==> config.mk <==
export PLATFORM = sky130hd
export DESIGN_NAME = saft_ram
export DESIGN_NICKNAME = d
export VERILOG_FILES = /design/src/sv/saft_ram.sv
export SDC_FILE = /design/constraint.sdc
export NUM_CORES = 1
export LEC_CHECK = 0
export BUFFER_PORTS_ARGS = -buffer_cell sky130_fd_sc_hd__clkbuf_2
export CAP_MARGIN = 15
export CELL_PAD_IN_SITES_DETAIL_PLACEMENT = 1
export CELL_PAD_IN_SITES_GLOBAL_PLACEMENT = 2
export CORE_UTILIZATION = 47
export DETAILED_ROUTE_END_ITERATION = 10
export HOLD_SLACK_MARGIN = 0.03
export MAX_ROUTING_LAYER = met4
export PLACE_DENSITY = 0.86
export SLEW_MARGIN = 5
export SYNTH_ARGS = -nofsm -noshare
export SYNTH_HDL_FRONTEND = slang
export SYNTH_SLANG_ARGS = --single-unit
==> constraint.sdc <==
create_clock -name clk -period 2.7 [get_ports clk]
set_input_delay 0.135 -clock clk [delete_from_list [all_inputs] [get_ports clk]]
set_output_delay 0.135 -clock clk [all_outputs]
set_load 0.02 [all_outputs]
==> src/sv/saft_ram.sv <==
// ----------------------------------------------------------------------------
// saft_ram
// Generic single-clock RAM, one write port, one read port, registered read.
// ----------------------------------------------------------------------------
module saft_ram #(
	parameter int WIDTH = 8,
	parameter int DEPTH = 16
) (
	input  logic                     clk,
	input  logic                     we,
	input  logic [$clog2(DEPTH)-1:0] waddr,
	input  logic [WIDTH-1:0]         wdata,
	input  logic [$clog2(DEPTH)-1:0] raddr,
	output logic [WIDTH-1:0]         rdata
);

	logic [WIDTH-1:0] mem [DEPTH];

	always_ff @(posedge clk) begin
		if (we) begin
			mem[waddr] <= wdata;
		end
		rdata <= mem[raddr];
	end

endmodule

==> results.py <==
metrics = {
    "status": {
        "run_status": "completed",
    },
    "yosys": {
        "yosysSeqAreaShare_pct": 77.78,
        "yosys_register_bits": 136,
        "synth.cell_area_sq_um": 5147,
        "yosys.area.top_type": "sky130_fd_sc_hd__edfxtp_1",
        "synth-warning-count": 0,
        "post_synth_xor_area_fraction_pct": 0,
        "synth_top_family_by_area": "multiplexers",
        "synth_compound_gate_area_share_pct": 2.333,
        "synthesis.nets": 247,
        "netlist_instances": 229,
        "avgSynthCellArea_sq_um": 22.48,
        "post_synth_num_cell_types": 19,
        "post_synth_main_area_contributors": "sky130_fd_sc_hd__edfxtp_1 (75%), sky130_fd_sc_hd__mux4_2 (7.9%), sky130_fd_sc_hd__mux4_1 (7.1%)",
        "synth-adder-area-share_pct": 0,
        "synth_largest_type_area_fraction_pct": 74.67,
        "synth_simple_gate_area_share_pct": 3.184,
        "synth.area.mux_share_pct": 15.02,
    },
    "job": {
        "max-cap-violations": 0,
    },
    "setup_path": {
        "critical_path.top_delay_family": "multiplexers",
        "setup.worst_path.end_class": "flop",
        "critical_path.n_buffers_inverters": 0,
        "crit_cells": 3,
        "worstRegToRegCells": 3,
        "worst_ep_required_time_ns": 3.11,
        "reg2reg_to": "rdata[5]",
        "slowest_stage": "sky130_fd_sc_hd__mux4_1",
        "timing_worst_setup_path_type": "reg -> reg",
        "crit_path_max_fanout": 1,
        "timing.critical_path.arrival_ns": 1.85,
        "crit_end": "rdata[5]",
        "crit_start": "mem[1][5]",
        "rrSetupSlack_ns": 1.26,
        "worstPathCellList": "mux4_1 > a22oi_1 > nand2_1",
        "slowest_delay_ns": 0.51,
        "r2r-start": "mem[1][5]",
        "worst_setup_path_start_kind": "flop",
    },
    "placement": {
        "hpwlAfterDp_mm": 6.845,
        "port_buffers": 25,
        "gp_congestion": 0.7197,
        "placement.setup.worst_slack_ns": 0.7876,
    },
    "die": {
        "fp.dieH_um": 106.7,
        "std_cell_rows": 37,
        "design.portCount": 26,
        "floorplan.die_area_sq_um": 11370,
        "coreArea_sq_um": 10460,
        "initial_core_util_pct": 49.20,
        "die_width_um": 106.7,
    },
    "cells_and_area": {
        "layout.cells.most_common_list": "sky130_fd_sc_hd__edfxtp_1 (128), sky130_fd_sc_hd__clkbuf_2 (25), sky130_fd_sc_hd__mux4_2 (18)",
        "area_growth_pct": 19.91,
        "final_nets": 299,
        "most_frequent_standard_cell_in_the_layout_excluding_fill_and_tap_cells": "sky130_fd_sc_hd__edfxtp_1",
        "insertedDiodeCount": 0,
        "fraction_of_final_layout_cells_sized_beyond_drive_strength_1_pct": 31.29,
    },
    "sta": {
        "final-max-slew-violation-count": 0,
        "grt_setup_unrepaired": "false",
        "finalCriticalPeriod_ns": 1.438,
        "timing.setup.tns_ns": 0,
        "hold_viol": 0,
        "highest_achievable_clock_rate_mhz": 695.4,
        "timing.final.setup_violations": 0,
        "timing_worst_slew_pin_value_ns": 1.017,
        "finalWorstSetupSlack_ns": 1.262,
        "clock_skew_ns": 0.007693,
        "relSlewSlack_pct": 31.95,
        "timing.final.crit_share_pct": 53.26,
    },
    "global_route": {
        "first_global_vias": 2784,
        "grt_first_pass_wirelength_mm": 17.63,
        "grt_start_max_net_pins": 23,
        "antenna_violations_before_repair": 0,
        "global_route.overflow_total": 0,
        "grt_usage_pct": 24.20,
    },
    "clock_tree": {
        "cts_max_level": 4,
        "maximum_buffer_depth_of_the_clock_tree": 2,
        "cts_setup_buffers": 0,
        "clk_latency_ns": 0.53,
        "cts.clk_slew.worst_paths_ns": 0.06,
        "cts-buffers-inserted": 17,
        "tritoncts_num_sinks": 136,
        "clock_tree_from_tritoncts": "built",
        "root_buffer": "sky130_fd_sc_hd__clkbuf_8",
    },
    "routing": {
        "post_drt_wl_per_cell_um": 28.30,
        "drt-initial-drc-count": 199,
        "drt_first_pass_iters": 4,
        "route.vias.total": 2550,
        "detail_route.wirelength_mm": 12.17,
        "drt_drc_violations_left": 0,
        "post_drt_via_cell_ratio": 5.930,
        "ant_nets": 0,
    },
    "power": {
        "total_power_w": 0.005247,
        "p_leak_nw": 2.122,
        "p_per_area_nw_per_um2": 850.1,
        "ir_drop_v": 0.0005155,
    },
    "worst_hold_path": {
        "hp-class": "in -> reg",
    },
}
## per-layer routing
| metal | GRT usage, % | wire (um) | up-vias |
|---|---|---|---|
| met2 | 37.93 | 6184 | 122 |
| met5 | - | 0 | - |
| met3 | 7.234 | 890 | 26 |
| met1 | 29.78 | 4837 | 1321 |
| li1 | - | - | 1081 |
| met4 | 9.687 | 255 | 0 |
## synthesized netlist by cell type, drive strengths merged
cell,number
nand3b,2
mux4,32
and2b,1
buf,7
and2,1
nor3,4
nand3,1
nand2b,2
nor2,13
or3b,1
clkdlybuf4s25,3
a22oi,16
nor2b,1
dfxtp,8
edfxtp,128
nand2,9
## report_power, final
part | leakage (nW) | internal (W) | switching (W)
Sequential | 1.22 | 0.00236 | 0.0000174
Combinational | 0.567 | 0.0000916 | 0.000144
Clock | 0.331 | 0.00176 | 0.000874
Total | 2.12 | 0.00421 | 0.00104
## final cells by class
cell class / count / area, sq um
fill: 931 / 4290
timing repair buffer: 43 / 265.3
tap: 136 / 170.2
multi-input combinational: 83 / 1057
clock inverter: 12 / 220.2
sequential: 136 / 4004
clock buffer: 20 / 455.4
## sequential cells by signal, indices dropped and copies added (netlist names)
register,cells
mem,128
rdata,8
## worst reg2reg max path, cell delays in order, from the launching register on
cell and delay (ns):
sky130_fd_sc_hd__edfxtp_1 0.37, sky130_fd_sc_hd__mux4_1 0.51, sky130_fd_sc_hd__a22oi_1 0.35, sky130_fd_sc_hd__nand2_1 0.09
## how the worst min path moves through the flow
stage / from / endpoint / slack [ns] / depth (start not counted)
2_1_floorplan: wdata[0] / mem[0][0] / 0.23 / 0
6_report: wdata[0] / mem[13][0] / 0.06 / 1
3_3_place_gp: wdata[2] / mem[13][2] / 0.51 / 1
4_1_cts: wdata[0] / mem[13][0] / 0.03 / 1
3_5_place_dp: wdata[2] / mem[14][2] / 0.53 / 1
5_1_grt: wdata[0] / mem[13][0] / 0.04 / 1
## kinds of logic (layout without fill, tap and decap cells)
group                  after synthesis  count (layout)
buffers and inverters               10              75
AO/OA/AOI/OAI                       16              16
AND/OR/NAND/NOR                     35              35
multiplexers                        32              32
flip-flops                         136             136
## stage by stage
step	cells	util [%]	hold slack [ns]	cell area (sq um)
2_1_floorplan	229	-	0.2339	5147
3_3_place_gp	396	52.34	0.5110	5477
3_5_place_dp	396	52.34	0.5348	5477
4_1_cts	430	58.99	0.03239	6172
5_1_grt	430	58.99	0.03989	6172
6_report	430	58.99	0.06448	6172
## timing repair
item / CTS / global route
hold buffers: 2 / 0
resized for setup: 0 / 0
endpoints found under the setup margin: 0 / 0
endpoints found under the hold margin: 18 / 0
(Power assumes the default switching activity.)
