`src/sv/saft_pkg.sv`:
```
// ----------------------------------------------------------------------------
// saft_pkg
// Shared constants and types of the sorted address fixup table.
// ----------------------------------------------------------------------------
package saft_pkg;

	localparam int TABLE_DEPTH = 1024;
	localparam int ADDR_W      = $clog2(TABLE_DEPTH);
	localparam int CNT_W       = $clog2(TABLE_DEPTH + 1);
	localparam int KEY_W       = 64;
	localparam int FIX_W       = 64;
	localparam int ENT_W       = KEY_W + FIX_W;

	localparam logic KIND_INSERT = 1'b0;
	localparam logic KIND_LOOKUP = 1'b1;

	typedef struct packed {
		logic [FIX_W-1:0] fixup_out;
		logic             hit;
		logic             full_res;
	} res_t;

endpackage

```
`src/sv/saft_if.sv`:
```
// ----------------------------------------------------------------------------
// saft_in_if / saft_out_if
// Valid/ready channels carrying request and result transactions.
// ----------------------------------------------------------------------------
interface saft_in_if;
	logic        valid;
	logic        ready;
	logic        kind;
	logic [63:0] key_addr;
	logic [63:0] fixup_in;

	modport source (output valid, kind, key_addr, fixup_in, input ready);
	modport sink   (input valid, kind, key_addr, fixup_in, output ready);
endinterface


```
`src/sv/saft_engine.sv`:
```
// ----------------------------------------------------------------------------
// saft_engine
// Bisection search and insertion shift over the entry memory.
// ----------------------------------------------------------------------------
module saft_engine (
	input  logic                      clk,
	input  logic                      arst_n,
	saft_in_if.sink                   req,
	output logic                      res_valid,
	input  logic                      res_ready,
	output saft_pkg::res_t            res,
	output logic                      ram_we,
	output logic [saft_pkg::ADDR_W-1:0] ram_waddr,
	output logic [saft_pkg::ENT_W-1:0]  ram_wdata,
	output logic [saft_pkg::ADDR_W-1:0] ram_raddr,
	input  logic [saft_pkg::ENT_W-1:0]  ram_rdata
);
	import saft_pkg::*;

	typedef enum logic [2:0] {
		S_IDLE, S_ISSUE, S_CMP, S_SHIFT, S_PLACE, S_RESP
	} state_t;

	state_t            state_q;
	logic              kind_q;
	logic [KEY_W-1:0]  key_q;
	logic [FIX_W-1:0]  fix_q;
	logic [CNT_W-1:0]  count_q;
	logic [CNT_W-1:0]  lo_q;
	logic [CNT_W-1:0]  hi_q;     // exclusive upper bound
	logic [CNT_W-1:0]  mid_q;
	logic [CNT_W-1:0]  left_q;
	logic [ADDR_W-1:0] rd_addr_q;
	logic              pend_s1;
	logic [ADDR_W-1:0] pend_addr_s1;
	res_t              res_q;

	logic [CNT_W-1:0]  mid;
	logic [KEY_W-1:0]  rd_key;
	logic [FIX_W-1:0]  rd_fix;

	// mid = lo + (hi_incl - lo) / 2, only used while lo < hi
	assign mid    = lo_q + ((hi_q - lo_q - CNT_W'(1)) >> 1);
	assign rd_key = ram_rdata[ENT_W-1:FIX_W];
	assign rd_fix = ram_rdata[FIX_W-1:0];

	assign req.ready = (state_q == S_IDLE);
	assign res_valid = (state_q == S_RESP);
	assign res       = res_q;

	always_comb begin
		ram_raddr = (state_q == S_SHIFT) ? rd_addr_q : mid[ADDR_W-1:0];
		if (state_q == S_PLACE) begin
			ram_we    = 1'b1;
			ram_waddr = lo_q[ADDR_W-1:0];
			ram_wdata = {key_q, fix_q};
		end else begin
			// shifted entry moves up by one
			ram_we    = pend_s1;
			ram_waddr = pend_addr_s1;
			ram_wdata = ram_rdata;
		end
	end

	always_ff @(posedge clk or negedge arst_n) begin
		if (!arst_n) begin
			state_q <= S_IDLE;
			count_q <= '0;
			pend_s1 <= 1'b0;
		end else begin
			case (state_q)
				S_IDLE: begin
					if (req.valid) begin
						kind_q          <= req.kind;
						key_q           <= req.key_addr;
						fix_q           <= req.fixup_in;
						lo_q            <= '0;
						hi_q            <= count_q;
						res_q.fixup_out <= '0;
						res_q.hit       <= 1'b0;
						if (req.kind == KIND_INSERT &&
						    count_q == CNT_W'(TABLE_DEPTH)) begin
							res_q.full_res <= 1'b1;
							state_q        <= S_RESP;
						end else begin
							res_q.full_res <= 1'b0;
							state_q        <= S_ISSUE;
						end
					end
				end
				S_ISSUE: begin
					if (lo_q < hi_q) begin
						mid_q   <= mid;
						state_q <= S_CMP;
					end else if (kind_q == KIND_LOOKUP) begin
						state_q <= S_RESP;
					end else begin
						left_q    <= count_q - lo_q;
						rd_addr_q <= ADDR_W'(count_q - CNT_W'(1));
						state_q   <= S_SHIFT;
					end
				end
				S_CMP: begin
					if (kind_q == KIND_LOOKUP && rd_key == key_q) begin
						res_q.fixup_out <= rd_fix;
						res_q.hit       <= 1'b1;
						state_q         <= S_RESP;
					end else begin
						if (rd_key < key_q) begin
							lo_q <= mid_q + CNT_W'(1);
						end else begin
							hi_q <= mid_q;
						end
						state_q <= S_ISSUE;
					end
				end
				S_SHIFT: begin
					pend_s1 <= (left_q != '0);
					if (left_q != '0) begin
						pend_addr_s1 <= rd_addr_q + ADDR_W'(1);
						rd_addr_q    <= rd_addr_q - ADDR_W'(1);
						left_q       <= left_q - CNT_W'(1);
					end else if (!pend_s1) begin
						state_q <= S_PLACE;
					end
				end
				S_PLACE: begin
					count_q <= count_q + CNT_W'(1);
					state_q <= S_RESP;
				end
				S_RESP: begin
					if (res_ready) begin
						state_q <= S_IDLE;
					end
				end
				default: begin
					state_q <= S_IDLE;
				end
			endcase
		end
	end

endmodule
```
`src/flat_wrapper.sv`:
```
// flat-port wrapper written by rule: the top's interface ports become plain ports
module saft_engine_flat import saft_pkg::*;
  (clk, arst_n, res_valid, res_ready, res, ram_we, ram_waddr, ram_wdata, ram_raddr, ram_rdata, req_valid, req_kind, req_key_addr, req_fixup_in, req_ready);
  saft_in_if req_i ();
  input  logic clk;
  input  logic arst_n;
  output logic res_valid;
  input  logic res_ready;
  output saft_pkg::res_t res;
  output logic ram_we;
  output logic [saft_pkg::ADDR_W-1:0] ram_waddr;
  output logic [saft_pkg::ENT_W-1:0] ram_wdata;
  output logic [saft_pkg::ADDR_W-1:0] ram_raddr;
  input  logic [saft_pkg::ENT_W-1:0] ram_rdata;
  input wire logic [$bits(req_i.valid)-1:0] req_valid;
  input wire logic [$bits(req_i.kind)-1:0] req_kind;
  input wire logic [$bits(req_i.key_addr)-1:0] req_key_addr;
  input wire logic [$bits(req_i.fixup_in)-1:0] req_fixup_in;
  output wire logic [$bits(req_i.ready)-1:0] req_ready;
  assign req_i.valid = req_valid;
  assign req_i.kind = req_kind;
  assign req_i.key_addr = req_key_addr;
  assign req_i.fixup_in = req_fixup_in;
  assign req_ready = req_i.ready;
  saft_engine u_core (.clk(clk), .arst_n(arst_n), .req(req_i), .res_valid(res_valid), .res_ready(res_ready), .res(res), .ram_we(ram_we), .ram_waddr(ram_waddr), .ram_wdata(ram_wdata), .ram_raddr(ram_raddr), .ram_rdata(ram_rdata));
endmodule
```
`config.mk`:
```
export PLATFORM = sky130hd
export DESIGN_NAME = saft_engine_flat
export DESIGN_NICKNAME = d
export VERILOG_FILES = /design/src/sv/saft_pkg.sv /design/src/sv/saft_if.sv /design/src/sv/saft_engine.sv /design/src/flat_wrapper.sv
export SDC_FILE = /design/constraint.sdc
export NUM_CORES = 1
export LEC_CHECK = 0
export ABC_AREA = 1
export BUFFER_PORTS_ARGS = -buffer_cell sky130_fd_sc_hd__buf_2
export CORE_AREA = 2 2 187 189
export DETAILED_ROUTE_END_ITERATION = 16
export DIE_AREA = 0 0 189 191
export MAX_ROUTING_LAYER = met4
export PLACE_DENSITY = 0.71
export SETUP_SLACK_MARGIN = 0.2
export SLEW_MARGIN = 10
export SYNTH_ARGS = -nofsm -noshare
export SYNTH_HDL_FRONTEND = slang
export SYNTH_SLANG_ARGS = --single-unit
```
`constraint.sdc`:
```
create_clock -name clk -period 14.32 [get_ports clk]
set_input_delay 3.58 -clock clk [delete_from_list [all_inputs] [get_ports clk]]
set_output_delay 3.58 -clock clk [all_outputs]
set_load 0.02 [all_outputs]
```
==> impl_metrics.env <==
export IMPL_outcome="complete, no violations"
export IMPL_synth_main_ff_cell="edfxtp_1"
export IMPL_nNetsFinal=2422
export IMPL_rsz0062_at_grt="false"
export IMPL_p_int_mw=1.39
export IMPL_reg2reg_from="u_core.lo_q[1]"
export IMPL_combPwrFrac_pct=9.2
export IMPL_setup_viol=0
export IMPL_cts_sink_count=274
export IMPL_synth_edf_count=259
export IMPL_core_area_um2=34100
export IMPL_place_inst=2471
export IMPL_clk_path_buf_depth=3
export IMPL_n_fill_cell=3056
export IMPL_syn_inst=1577
export IMPL_wire_per_inst_um=19.2
export IMPL_final_util_pct=55.2
export IMPL_die_y_um=191
export IMPL_first_global_vias=12500
export IMPL_p_sw_share_pct=24.1
export IMPL_antenna_left=0
export IMPL_avgSynthCellArea_um2=9.48
export IMPL_firstDrtPassIters=5
export IMPL_routabilityCongestion=0.976
export IMPL_finalSetupTns_ns=0
export IMPL_synthXorXnorAreaFrac_pct=2.87
export IMPL_portBuffers=477
export IMPL_post_cts_buffers=0
export IMPL_cts_max_level=1
export IMPL_slew_violations=0
export IMPL_synthTopCellsByArea="edfxtp_1, ha_1, nand2_1, o21ai_0, inv_1"
export IMPL_ir_drop_uv=99.6
export IMPL_critPathLaunchType="primary input"
export IMPL_path_max_fanout=2
export IMPL_yosys_area_share_simple_pct=14.9
export IMPL_viasPerCell=5.14
export IMPL_period_needed_ns=7.93
export IMPL_synth_nets=1951
export IMPL_holdBufCountCts=0
export IMPL_setup_worst_path_end_class="output port"
export IMPL_r2r_setup_slack_ns=10.80
export IMPL_drc_errors=0
export IMPL_p_sw_mw=0.440
export IMPL_crit_start="ram_rdata[4]"
export IMPL_vias=13000
export IMPL_power_mw=1.83
export IMPL_dpl_hpwl_mm=38.5
export IMPL_yosys_warnings=0
export IMPL_area_growth_pct=25.9
export IMPL_cts_tree="done"
export IMPL_post_route_cells_drive_above_1_share_pct=26.6
export IMPL_final_cells=2533
export IMPL_initial_core_util_pct=43.8
export IMPL_required_ns=10.74
export IMPL_synth_seq_area_share_pct=54.5
export IMPL_synth_compound_area_share_pct=10.3
export IMPL_slew_headroom_pct=22.8
export IMPL_drtIter0Drc=993
export IMPL_max_clock_freq_ghz=0.126
export IMPL_reg2reg_depth=15
export IMPL_cts_buffers=30
export IMPL_synthDistinctLibCells=44
export IMPL_synth_top_family_by_area="simple AND/OR/NAND/NOR gates"
export IMPL_synth_mux_area_fraction_pct=0.0670
export IMPL_die_w_um=189
export IMPL_dieArea_um2=36100
export IMPL_fin_skew_ns=0.0156
export IMPL_cts_root_buf="clkbuf_16"
export IMPL_insertion_delay_ns=0.58
export IMPL_syn_area_um2=14900
export IMPL_synth_top_area_share_pct=52.0
export IMPL_p_per_area_nw_per_um2=97.1
export IMPL_fin_crit_sh_pct=55.4
export IMPL_criticalPathCategory="primary input to output port"
export IMPL_worst_slew_pin_slew_ns=1.16
export IMPL_seq_power_share_pct=48.5
export IMPL_grt_pass1_wl_mm=71.8
export IMPL_num_io_pins=478
export IMPL_arrival_ns=4.35
export IMPL_yosysTopAreaCell="edfxtp_1"
export IMPL_cts_resized_gates=0
export IMPL_path_clk_slew_ns=0.07
export IMPL_overflow=0
export IMPL_hold_path_class="register to register"
export IMPL_ys_seq_elements=274
export IMPL_wirelength_mm=48.7
export IMPL_maxCapViolations=0
export IMPL_antenna_found_initial=14
export IMPL_synthAdderAreaFrac_pct=9.61
export IMPL_rows=68
export IMPL_critPathCapture="ram_wdata[4]"
export IMPL_r2r_end="u_core.mid_q[9]"
export IMPL_hold_viol_final=0
export IMPL_synthArstFlopShare_pct=5.47
export IMPL_leakage_nw=8.84
export IMPL_p_clk_share_pct=42.4
export IMPL_grt_max_degree=127
export IMPL_track_usage_pct=27.2
==> layout make-up <==
class	count	area, µm²	share of cell area [%]
multi-input combinational	1001	5700	30.3
sequential	274	8150	43.3
timing repair buffer	485	2450	13.0
clock inverter	17	201	1.07
antenna	9	22.5	0.120
clock buffer	36	773	4.11
tap	455	569	3.02
inverter	256	962	5.11
==> metrics by stage <==
stage	hold WS [ns]	setup WS [ns]	area, µm²
floorplan	0.503	4.07	15000
global placement	0.552	6.42	17800
detailed placement	0.559	6.41	17800
CTS	0.576	6.41	18800
global route	0.593	6.22	18800
finish	0.584	6.39	18800
==> worst min-delay path by stage <==
| stage | slack (ns) | startpoint | to | cells after the start |
|---|---|---|---|---|
| final | 0.58 | u_core.pend_s1 | u_core.pend_s1 | 2 |
| after global routing | 0.59 | u_core.pend_s1 | u_core.pend_s1 | 2 |
| after CTS | 0.58 | u_core.pend_s1 | u_core.pend_s1 | 2 |
| after detailed placement | 0.56 | u_core.pend_s1 | u_core.pend_s1 | 2 |
| after global placement | 0.55 | u_core.pend_s1 | u_core.pend_s1 | 2 |
| after floorplan | 0.50 | u_core.count_q[10] | u_core.count_q[10] | 1 |
==> cells in the final DEF (no fill, tap or decap), drive strengths merged, types with 2 or more instances in the layout <==
master    Yosys  routed
xnor2        10      10
edfxtp      259     259
and3          2       2
nand3        41      41
clkbuf       36      36
o21ai       201     201
xor2         39      39
a21oi        71      71
o31ai         2       2
nor3         26      26
clkinv        0      12
ha          110     110
nand2       325     325
o21bai        4       4
a21boi        2       2
nor4          4       4
dfrtp        15      15
inv         256     256
diode         0       9
a31oi         3       3
or3           2       2
nand4        15      15
clkinvlp      0       2
fa            3       3
buf          10     485
o21a          5       5
nor2        126     126
bufinv        0       3
==> synthesized netlist by cell type (all sizes together) (2+ instances only) <==
cell,n
a21oi,71
fa,3
nor3,26
inv,256
o21ai,201
a21boi,2
and3,2
nor2,126
ha,110
nor4,4
nand3,41
buf,10
o31ai,2
dfrtp,15
edfxtp,259
nand2,325
xor2,39
clkbuf,36
nand4,15
xnor2,10
o21bai,4
a31oi,3
o21a,5
or3,2
==> power by group through the flow <==
stage          logic [mW]  registers (mW)  clock network [mW]
2_1_floorplan      0.0844           0.902                   0
3_3_place_gp        0.163           0.903                   0
3_5_place_dp        0.166           0.903                   0
4_1_cts             0.167           0.886               0.785
5_1_grt             0.183           0.887               0.814
6_report            0.167           0.886               0.775
==> state kept, by name, summed over array words and instances (netlist names), 3 cells and up <==
register and flops:
u_core.state_q 3, u_core.fix_q 64, u_core.left_q 11, u_core.key_q 64, u_core.rd_addr_q 10, u_core.count_q 11, u_core.lo_q 11, u_core.pend_addr_s1 10
u_core.mid_q 11, u_core.hi_q 11, u_core.res 66
==> layer usage <==
metal | up-vias | global-route usage, % | routed length, µm
met3 | 84 | 3.56 | 3630
met2 | 626 | 44.2 | 23100
met5 | - | - | 0
met4 | 0 | 9.86 | 1640
met1 | 6104 | 35.0 | 20400
li1 | 6212 | - | -
==> logic make-up after synthesis <==
| kind of cell | Yosys count |
|---|---|
| compound gates | 295 |
| xor+xnor | 49 |
| fa+ha+maj | 113 |
| buf+inv | 302 |
| flops | 274 |
| mux | 1 |
| simple gates | 543 |
==> worst max-delay path, cell delays in order <==
cell     delay [ns]
buf_2          0.10
inv_1          0.07
o21ai_0        0.36
buf_2          0.25
No activity file was read; power rests on OpenSTA's default activity.
